==> src/genotype_phenotype_count_table_defines.svh <==
// ----------------------------------------------------------------------------
// genotype_phenotype_count_table_defines
// assertion macros shared by the count table rtl
// ----------------------------------------------------------------------------
`ifndef GENOTYPE_PHENOTYPE_COUNT_TABLE_DEFINES_SVH
`define GENOTYPE_PHENOTYPE_COUNT_TABLE_DEFINES_SVH

// same-cycle implication, disabled in reset
`define GPCT_ASSERT_NOW(label, ante, cons, msg) \
    label: assert property (@(posedge clk) disable iff (!rst_n) (ante) |-> (cons)) \
        else $error(msg);

// next-cycle implication, disabled in reset
`define GPCT_ASSERT_NEXT(label, ante, cons, msg) \
    label: assert property (@(posedge clk) disable iff (!rst_n) (ante) |=> (cons)) \
        else $error(msg);

`endif

==> src/gpct_pkg.sv <==
// ----------------------------------------------------------------------------
// gpct_pkg
// constants, types and helper functions of the genotype/phenotype count table
// ----------------------------------------------------------------------------
package gpct_pkg;

    localparam int MAX_CLASSES      = 15;
    localparam int GENOTYPE_COLUMNS = 4;
    localparam int COUNT_BITS       = 20;

    localparam int ROW_BITS   = 4;
    localparam int COL_BITS   = 2;
    localparam int ADDR_BITS  = ROW_BITS + COL_BITS;
    localparam int CELL_DEPTH = 1 << ADDR_BITS;
    localparam int OUT_BITS   = 20;
    localparam int WIDE_BITS  = (COUNT_BITS > OUT_BITS) ? COUNT_BITS : OUT_BITS;

    typedef logic [ROW_BITS-1:0]   row_t;
    typedef logic [COL_BITS-1:0]   col_t;
    typedef logic [ADDR_BITS-1:0]  addr_t;
    typedef logic [COUNT_BITS-1:0] count_t;
    typedef logic [OUT_BITS-1:0]   out_count_t;

    localparam count_t     CELL_FULL = '1;
    localparam out_count_t OUT_FULL  = '1;
    localparam col_t       LAST_COL  = COL_BITS'(GENOTYPE_COLUMNS - 1);

    // readout sequencer states
    typedef enum logic [1:0] {
        RD_IDLE,
        RD_ISSUE,
        RD_WAIT,
        RD_SUM
    } rd_state_t;

    // readout to sample path and memory port
    typedef struct packed {
        logic  busy;
        logic  clear;
        logic  rd_en;
        addr_t rd_addr;
    } rdo_ctl_t;

    // sample path to readout
    typedef struct packed {
        logic final_done;
        logic cell_valid;
    } smp_stat_t;

    // cell address from row and column
    function automatic addr_t cell_addr(row_t row, col_t col);
        return {row, col};
    endfunction

    // saturating sum of two counts
    function automatic count_t sat_add(count_t a, count_t b);
        logic [COUNT_BITS:0] s;
        s = {1'b0, a} + {1'b0, b};
        if (s > {1'b0, CELL_FULL})
            return CELL_FULL;
        return s[COUNT_BITS-1:0];
    endfunction

    // clamp a count to the output field width
    function automatic out_count_t fit_out(count_t c);
        logic [WIDE_BITS-1:0] w;
        w = WIDE_BITS'(c);
        if (w > WIDE_BITS'(OUT_FULL))
            return OUT_FULL;
        return OUT_BITS'(w);
    endfunction

endpackage

==> src/genotype_phenotype_count_table.sv <==
// Samples: one accepted per cycle while intake is open; a counter update is written
// from the sample stage in the cycle after its beat. Readout of (classes+1)*4 beats
// after the final sample: memory read then output load per true-row cell, a load
// per combined-row cell. Intake pauses from the final sample until the last beat loads.
// Reset clears per-cell valid bits at once, so the table reads zero; no clearing pass.
// ----------------------------------------------------------------------------
// genotype_phenotype_count_table
// genotype by phenotype contingency counts with row/column readout per marker
// ----------------------------------------------------------------------------
`include "genotype_phenotype_count_table_defines.svh"

module genotype_phenotype_count_table (
    input  logic        clk,
    input  logic        rst_n,
    // sample stream
    input  logic        s_axis_tvalid,
    output logic        s_axis_tready,
    input  logic [7:0]  s_axis_tdata,   // genotype_code[1:0], phenotype_class[5:2], zero pad
    input  logic        s_axis_tlast,   // final_sample
    // table stream
    output logic        m_axis_tvalid,
    input  logic        m_axis_tready,
    output logic [31:0] m_axis_tdata,   // table_row[3:0], table_column[5:4],
                                        // cell_count[25:6], zero pad
    output logic        m_axis_tlast,   // end_of_table
    // class count register
    input  logic        cfg_valid,
    output logic        cfg_ready,
    input  logic [3:0]  cfg_data        // phenotype_classes
);

    import gpct_pkg::*;

    logic       cls_over;
    row_t       classes_reg;
    row_t       classes_eff;
    logic       in_accept;
    rdo_ctl_t   rdo_ctl;
    smp_stat_t  stat;
    logic       ram_re;
    addr_t      ram_raddr;
    logic       ram_we;
    addr_t      ram_waddr;
    count_t     ram_wdata;
    count_t     ram_rdata;
    row_t       out_row;
    col_t       out_col;
    out_count_t out_count;

    // class count register
    assign cfg_ready = 1'b1;
    always_ff @(posedge clk or negedge rst_n)
    begin
        if (!rst_n)
            classes_reg <= ROW_BITS'(2);
        else if (cfg_valid)
            classes_reg <= cfg_data;
    end

    assign cls_over    = (classes_reg > ROW_BITS'(MAX_CLASSES));
    assign classes_eff = cls_over ? ROW_BITS'(MAX_CLASSES) : classes_reg;

    // intake stops from the final sample until the readout ends
    assign s_axis_tready = !rdo_ctl.busy && !stat.final_done;
    assign in_accept     = s_axis_tvalid && s_axis_tready;

    gpct_cell_ram #(
        .DATA_W (COUNT_BITS),
        .ADDR_W (ADDR_BITS)
    ) u_ram (
        .clk   (clk),
        .we    (ram_we),
        .waddr (ram_waddr),
        .wdata (ram_wdata),
        .re    (ram_re),
        .raddr (ram_raddr),
        .rdata (ram_rdata)
    );

    gpct_sample_path u_sample (
        .clk       (clk),
        .rst_n     (rst_n),
        .in_accept (in_accept),
        .in_geno   (s_axis_tdata[1:0]),
        .in_pheno  (s_axis_tdata[5:2]),
        .in_final  (s_axis_tlast),
        .classes   (classes_eff),
        .rdo_ctl   (rdo_ctl),
        .ram_rdata (ram_rdata),
        .ram_re    (ram_re),
        .ram_raddr (ram_raddr),
        .ram_we    (ram_we),
        .ram_waddr (ram_waddr),
        .ram_wdata (ram_wdata),
        .stat      (stat)
    );

    gpct_readout u_readout (
        .clk       (clk),
        .rst_n     (rst_n),
        .classes   (classes_eff),
        .stat      (stat),
        .ram_rdata (ram_rdata),
        .ctl       (rdo_ctl),
        .out_vld   (m_axis_tvalid),
        .out_ready (m_axis_tready),
        .out_row   (out_row),
        .out_col   (out_col),
        .out_count (out_count),
        .out_last  (m_axis_tlast)
    );

    assign m_axis_tdata = {6'b0, out_count, out_col, out_row};

    // checks
    `GPCT_ASSERT_NOW(a_no_intake_in_readout, rdo_ctl.busy, !s_axis_tready,
        "sample accepted while the table is read out")
    `GPCT_ASSERT_NEXT(a_final_stops_intake, in_accept && s_axis_tlast, !s_axis_tready,
        "intake continued after the final sample")
    `GPCT_ASSERT_NOW(a_readout_port_free, rdo_ctl.rd_en, !in_accept && !ram_we,
        "readout read collides with a sample access")
    `GPCT_ASSERT_NOW(a_last_beat_last_col, m_axis_tvalid && m_axis_tlast,
        (out_col == LAST_COL) && (out_row == classes_eff),
        "end of table not on the last combined cell")

endmodule

==> src/gpct_cell_ram.sv <==
// ----------------------------------------------------------------------------
// gpct_cell_ram
// simple dual-port ram, one write and one registered read port
// ----------------------------------------------------------------------------
module gpct_cell_ram #(
    parameter int DATA_W = 20,
    parameter int ADDR_W = 6
) (
    input  logic              clk,
    input  logic              we,
    input  logic [ADDR_W-1:0] waddr,
    input  logic [DATA_W-1:0] wdata,
    input  logic              re,
    input  logic [ADDR_W-1:0] raddr,
    output logic [DATA_W-1:0] rdata
);

    logic [DATA_W-1:0] mem [1 << ADDR_W];
    logic [DATA_W-1:0] rdata_reg;

    // write port
    always_ff @(posedge clk)
    begin
        if (we)
            mem[waddr] <= wdata;
    end

    // read port, old data on a same-address write
    always_ff @(posedge clk)
    begin
        if (re)
            rdata_reg <= mem[raddr];
    end

    assign rdata = rdata_reg;

endmodule

==> src/gpct_sample_path.sv <==
// ----------------------------------------------------------------------------
// gpct_sample_path
// read-modify-write of one counter per sample with write forwarding
// ----------------------------------------------------------------------------
module gpct_sample_path (
    input  logic               clk,
    input  logic               rst_n,
    input  logic               in_accept,
    input  gpct_pkg::col_t     in_geno,
    input  gpct_pkg::row_t     in_pheno,
    input  logic               in_final,
    input  gpct_pkg::row_t     classes,
    input  gpct_pkg::rdo_ctl_t rdo_ctl,
    input  gpct_pkg::count_t   ram_rdata,
    output logic               ram_re,
    output gpct_pkg::addr_t    ram_raddr,
    output logic               ram_we,
    output gpct_pkg::addr_t    ram_waddr,
    output gpct_pkg::count_t   ram_wdata,
    output gpct_pkg::smp_stat_t stat
);

    import gpct_pkg::*;

    logic                  s_vld_reg, s_vld_next;
    logic                  s_en_reg;
    logic                  s_final_reg;
    addr_t                 s_addr_reg;
    logic                  wr_vld_reg, wr_vld_next;
    addr_t                 wr_addr_reg;
    count_t                wr_data_reg;
    logic [CELL_DEPTH-1:0] valid_reg;
    logic                  count_en;
    count_t                cur_count;
    count_t                new_count;

    // sample is counted only inside the table
    assign count_en = (in_pheno < classes) &&
                      ({1'b0, in_geno} < (COL_BITS + 1)'(GENOTYPE_COLUMNS));

    // memory read port shared with readout
    assign ram_re    = in_accept || rdo_ctl.rd_en;
    assign ram_raddr = rdo_ctl.busy ? rdo_ctl.rd_addr : cell_addr(in_pheno, in_geno);

    // current value: forwarded, stored or cleared
    always_comb
    begin
        if (wr_vld_reg && (wr_addr_reg == s_addr_reg))
            cur_count = wr_data_reg;
        else if (valid_reg[s_addr_reg])
            cur_count = ram_rdata;
        else
            cur_count = '0;
        new_count = (cur_count == CELL_FULL) ? cur_count : cur_count + 1'b1;
    end

    assign ram_we    = s_vld_reg && s_en_reg;
    assign ram_waddr = s_addr_reg;
    assign ram_wdata = new_count;

    assign s_vld_next  = in_accept;
    assign wr_vld_next = ram_we;

    // control state
    always_ff @(posedge clk or negedge rst_n)
    begin
        if (!rst_n)
        begin
            s_vld_reg  <= 1'b0;
            wr_vld_reg <= 1'b0;
        end
        else
        begin
            s_vld_reg  <= s_vld_next;
            wr_vld_reg <= wr_vld_next;
        end
    end

    // per-cell valid bits, all cleared after a readout
    always_ff @(posedge clk or negedge rst_n)
    begin
        if (!rst_n)
            valid_reg <= '0;
        else if (rdo_ctl.clear)
            valid_reg <= '0;
        else if (ram_we)
            valid_reg[s_addr_reg] <= 1'b1;
    end

    // stage and forwarding payload
    always_ff @(posedge clk)
    begin
        if (in_accept)
        begin
            s_en_reg    <= count_en;
            s_final_reg <= in_final;
            s_addr_reg  <= cell_addr(in_pheno, in_geno);
        end
        wr_addr_reg <= s_addr_reg;
        wr_data_reg <= new_count;
    end

    assign stat.final_done = s_vld_reg && s_final_reg;
    assign stat.cell_valid = valid_reg[rdo_ctl.rd_addr];

endmodule

==> src/gpct_readout.sv <==
// ----------------------------------------------------------------------------
// gpct_readout
// walks the table after the final sample, builds column sums, output register
// ----------------------------------------------------------------------------
module gpct_readout (
    input  logic                  clk,
    input  logic                  rst_n,
    input  gpct_pkg::row_t        classes,
    input  gpct_pkg::smp_stat_t   stat,
    input  gpct_pkg::count_t      ram_rdata,
    output gpct_pkg::rdo_ctl_t    ctl,
    output logic                  out_vld,
    input  logic                  out_ready,
    output gpct_pkg::row_t        out_row,
    output gpct_pkg::col_t        out_col,
    output gpct_pkg::out_count_t  out_count,
    output logic                  out_last
);

    import gpct_pkg::*;

    rd_state_t  state_reg, state_next;
    row_t       row_reg, row_next;
    col_t       col_reg, col_next;
    count_t     colsum_reg [GENOTYPE_COLUMNS];
    logic       out_vld_reg, out_vld_next;
    row_t       out_row_reg;
    col_t       out_col_reg;
    out_count_t out_count_reg;
    logic       out_last_reg;
    logic       out_free;
    logic       load;
    logic       load_sum;
    logic       sum_clear;
    count_t     cell_val;

    assign out_free = !out_vld_reg || out_ready;
    assign cell_val = stat.cell_valid ? ram_rdata : '0;

    // next state
    always_comb
    begin
        state_next = state_reg;
        row_next   = row_reg;
        col_next   = col_reg;
        unique case (state_reg)
            RD_IDLE:
            begin
                if (stat.final_done)
                begin
                    row_next   = '0;
                    col_next   = '0;
                    state_next = (classes == '0) ? RD_SUM : RD_ISSUE;
                end
            end
            RD_ISSUE:
                state_next = RD_WAIT;
            RD_WAIT:
            begin
                if (out_free)
                begin
                    if (col_reg == LAST_COL)
                    begin
                        col_next = '0;
                        if (ROW_BITS'(row_reg + 1'b1) == classes)
                            state_next = RD_SUM;
                        else
                        begin
                            row_next   = row_reg + 1'b1;
                            state_next = RD_ISSUE;
                        end
                    end
                    else
                    begin
                        col_next   = col_reg + 1'b1;
                        state_next = RD_ISSUE;
                    end
                end
            end
            RD_SUM:
            begin
                if (out_free)
                begin
                    if (col_reg == LAST_COL)
                        state_next = RD_IDLE;
                    else
                        col_next = col_reg + 1'b1;
                end
            end
            default:
                state_next = RD_IDLE;
        endcase
    end

    // outputs of the sequencer
    always_comb
    begin
        ctl.busy    = 1'b1;
        ctl.clear   = 1'b0;
        ctl.rd_en   = 1'b0;
        ctl.rd_addr = cell_addr(row_reg, col_reg);
        load        = 1'b0;
        load_sum    = 1'b0;
        sum_clear   = 1'b0;
        unique case (state_reg)
            RD_IDLE:
            begin
                ctl.busy  = 1'b0;
                sum_clear = stat.final_done;
            end
            RD_ISSUE:
                ctl.rd_en = 1'b1;
            RD_WAIT:
                load = out_free;
            RD_SUM:
            begin
                load_sum  = out_free;
                ctl.clear = out_free && (col_reg == LAST_COL);
            end
            default:
                ctl.busy = 1'b0;
        endcase
    end

    // output beat valid
    always_comb
    begin
        if (load || load_sum)
            out_vld_next = 1'b1;
        else if (out_ready)
            out_vld_next = 1'b0;
        else
            out_vld_next = out_vld_reg;
    end

    // control state
    always_ff @(posedge clk or negedge rst_n)
    begin
        if (!rst_n)
        begin
            state_reg   <= RD_IDLE;
            row_reg     <= '0;
            col_reg     <= '0;
            out_vld_reg <= 1'b0;
        end
        else
        begin
            state_reg   <= state_next;
            row_reg     <= row_next;
            col_reg     <= col_next;
            out_vld_reg <= out_vld_next;
        end
    end

    // column sums over the true rows
    always_ff @(posedge clk)
    begin
        if (sum_clear)
        begin
            for (int i = 0; i < GENOTYPE_COLUMNS; i++)
                colsum_reg[i] <= '0;
        end
        else if (load)
            colsum_reg[col_reg] <= sat_add(colsum_reg[col_reg], cell_val);
    end

    // output payload
    always_ff @(posedge clk)
    begin
        if (load)
        begin
            out_row_reg   <= row_reg;
            out_col_reg   <= col_reg;
            out_count_reg <= fit_out(cell_val);
            out_last_reg  <= 1'b0;
        end
        else if (load_sum)
        begin
            out_row_reg   <= classes;
            out_col_reg   <= col_reg;
            out_count_reg <= fit_out(colsum_reg[col_reg]);
            out_last_reg  <= (col_reg == LAST_COL);
        end
    end

    assign out_vld   = out_vld_reg;
    assign out_row   = out_row_reg;
    assign out_col   = out_col_reg;
    assign out_count = out_count_reg;
    assign out_last  = out_last_reg;

endmodule
==> config.mk <==
export PLATFORM = sky130hd
export DESIGN_NAME = genotype_phenotype_count_table
export DESIGN_NICKNAME = d
export VERILOG_FILES = /design/src/gpct_pkg.sv /design/src/genotype_phenotype_count_table.sv /design/src/gpct_cell_ram.sv /design/src/gpct_sample_path.sv /design/src/gpct_readout.sv
export VERILOG_INCLUDE_DIRS = /design/src /design/src/src
export SDC_FILE = /design/constraint.sdc
export NUM_CORES = 2
export LEC_CHECK = 0
export ABC_AREA = 1
export BUFFER_PORTS_ARGS = -buffer_cell sky130_fd_sc_hd__buf_2
export CORE_MARGIN = 2
export CORE_UTILIZATION = 60
export CTS_CLUSTER_DIAMETER = 80
export CTS_CLUSTER_SIZE = 40
export DETAILED_ROUTE_END_ITERATION = 12
export PLACE_DENSITY = 0.72
export SYNTH_ARGS = -nofsm -noshare
export SYNTH_HDL_FRONTEND = slang
export SYNTH_SLANG_ARGS = --single-unit
==> constraint.sdc <==
create_clock -name clk -period 5.4 [get_ports clk]
set_clock_uncertainty 0.1 [all_clocks]
set_input_delay 0.81 -clock clk [delete_from_list [all_inputs] [get_ports clk]]
set_output_delay 0.81 -clock clk [all_outputs]
set_load 0.05 [all_outputs]
==> run_results.csv <==
group,metric,value,unit
run_status,status,"completed",
placement,pre_cts_slack,0.6903,ns
floorplan,die_h,326.7,microns
flow_run,maxCapViolations,0,
logic_synthesis,synth.distinct_cells,52,
power_and_ir_drop,ir_drop,0.0004531,V
logic_synthesis,synth_xor_area_frac,0.002102,
floorplan,dieArea,0.1067,sq mm
timing,hold_viol_final,0,
floorplan,num_rows,118,
logic_synthesis,synth-simple-area-share,0.1133,
worst_hold_path,hold_path_class,"input port to register",
timing,slew_headroom,0.2398,
routing,via_per_inst,6.417,
timing,setup_slack,0.6180,ns
clocking,cts_max_path_buffers,3,
floorplan,coreArea,0.1033,sq mm
clocking,cts_tree,"yes",
routing,antenna_left,0,
global_route,grt_use_total,0.3016,
floorplan,io_pins,54,
routing,drtPass1Iterations,6,
global_route,antenna_found_initial,3,
timing,setup_viol,0,
global_route,grt_overflow,0,
clocking,clk_latency,0.74,ns
cells_and_area,layout_commonest_cell,"edfxtp_1",
timing,setup_tns,0,ns
power_and_ir_drop,p_leak,22.67,nW
critical_path,end_kind,"register",
critical_path,crit_arrival,5.01,ns
logic_synthesis,synth_area,0.06249,sq mm
timing,min_period,4.782,ns
cells_and_area,layout_common_cells,"1414 x edfxtp_1, 906 x nor2_1, 740 x o21ai_0, 395 x nand2_1, 222 x nand3_1",
cells_and_area,largest_reg_flops,1280,
power_and_ir_drop,powerDensity,577.1,mW/mm^2
clocking,cts.sinks,1520,
logic_synthesis,synth_top_family_by_area,"compound AO/OA/AOI/OAI gates",
placement,place_congestion,0.9575,
placement,io_buffers,44,
critical_path,critPathMaxFanout,20,
floorplan,die_w,326.7,microns
cells_and_area,n_antenna_cell,0,
placement,place_area,0.06489,sq mm
routing,drcViolationCount,0,
clocking,clockRootBuffer,"clkbuf_16",
timing,slew_violations,0,
critical_path,worstSetupPathType,"register to register",
logic_synthesis,ys_warn_count,0,
routing,drt_wl_total,163100,microns
global_route,grt_pass1_vias,38340,
global_route,grt_pass1_wl,240800,microns
timing,worst_slew_pin_slew,1.138,ns
critical_path,cp.required,5.63,ns
logic_synthesis,ys.flop_type,"edfxtp_1",
logic_synthesis,synth.avg_cell_area,12.24,sq um
cells_and_area,syn2layout_area_growth,6.856,%
cells_and_area,drive_gt1_frac,0.08614,
routing,wl_per_cell,25.36,microns
timing,rsz0062_at_grt,"false",
logic_synthesis,async_flop_share,0.05197,
placement,post-dp-hpwl,91770,microns
logic_synthesis,ys_seq_elements,1520,
cells_and_area,final_nets,5052,
routing,vias,41260,
clocking,cts_buffers,52,
clocking,clkTransAtPathRegs,0.13,ns
clocking,htree_levels,2,
floorplan,start_util,0.6047,
routing,first_iter_violations,5766,
critical_path,start_kind,"register",
logic_synthesis,synth_compound_area_frac,0.1265,
timing,finalCritPeriodShare,0.8856,
global_route,grt_max_degree,172,
clocking,cts_repair_resize_count,0,
power_and_ir_drop,power,38.54,mW
logic_synthesis,synth_edf_count,1414,
cells_and_area,post-route-cell-area,0.06678,sq mm
timing,timing.fmax,209.1,MHz
timing,holdWs,0.1716,ns
logic_synthesis,synthAdderAreaFrac,0.005206,
logic_synthesis,synth_mux_area_frac,0,
logic_synthesis,yosysSeqAreaShare,0.7198,
logic_synthesis,syn_inst,5105,
[synthesized netlist by cell type (all sizes together) (44+ instances only)]
cell type	count	area [sq um]
buf	44	274.0
clkbuf	292	1097
dfrtp	78	1952
edfxtp	1414	42460
inv	181	679.4
nand2	415	1619
nand3	259	1439
nor2	979	3721
o211ai	161	1209
o21ai	752	3764
o221ai	159	1393
o22ai	181	1132
[per-layer routing]
metal,part of all wire,wire length [microns],track usage,vias to the layer above
met5,0,0,0,-
met3,0.093,15100,0.04718,291
met2,0.47,77210,0.4857,2065
met4,0.036,5796,0.1016,0
li1,-,-,-,18490
met1,0.40,64970,0.4253,20410
[worst paths after layout]
kind	startpoint	to	cells after the start	slack [ns]
max in group asynchronous	rst_n	u_sample.valid_reg[39]$_DFFE_PN0P_	3	3.69
max reg2reg	u_readout.state_reg[1]$_DFFE_PN0P_	u_readout.colsum_reg[2][7]$_SDFFCE_PN0P_	11	0.62
min in group asynchronous	rst_n	u_readout.out_vld$_DFFE_PN0P_	2	0.53
max	u_readout.state_reg[1]$_DFFE_PN0P_	u_readout.colsum_reg[2][7]$_SDFFCE_PN0P_	11	0.62
min	m_axis_tready	u_readout.out_vld$_DFFE_PN0P_	2	0.17
min reg2reg	u_readout.out_last$_SDFFE_PP0P_	u_readout.out_last$_SDFFE_PP0P_	2	0.38
[final cells by class]
cell class / count / area (sq um)
clock buffer: 66 / 1436
clock inverter: 30 / 437.9
fill: 7612 / 36570
inverter: 184 / 709.4
multi-input combinational: 3070 / 15850
sequential: 1520 / 44980
tap: 1380 / 1727
timing repair buffer: 180 / 1634
[critical path, stage by stage (launching register included)]
cell	delay (ns)
dfrtp_1	0.49
inv_1	0.15
nor2_1	0.33
inv_1	0.10
nor2_1	0.10
buf_4	0.25
clkinv_1	0.13
nor2_1	0.16
inv_1	0.08
nor2_1	0.77
clkinv_1	0.71
nand2_1	1.04
[cell families (layout without fill, tap and decap cells)]
family / after synthesis / in the layout
AO/OA/AOI/OAI: 1319 / 1319
XOR/XNOR: 15 / 15
adder cells (fa/ha/maj): 26 / 26
buffers and inverters: 520 / 460
flip-flops: 1520 / 1520
other: 2 / 7
AND/OR/NAND/NOR: 1703 / 1703
[timing repair]
action	in CTS	in global routing
buffers inserted	0	0
hold buffers	1	0
setup endpoints to repair	0	0
endpoints found under the hold margin	38	0
[power by group]
part	leakage [nW]	internal (mW)	switching (mW)
combinational	7.35	4.43	12.5
clock	0.905	2.12	3.64
sequential	14.4	15.3	0.497
[per-stage QoR]
stage / utilization / std cells
5_1_grt: 0.6461 / 6430
3_5_place_dp: 0.6279 / 6333
6_report: 0.6461 / 6430
2_1_floorplan: - / 5110
3_3_place_gp: 0.6279 / 6333
4_1_cts: 0.6461 / 6430
Note: power is estimated with default switching activity, not from simulation.
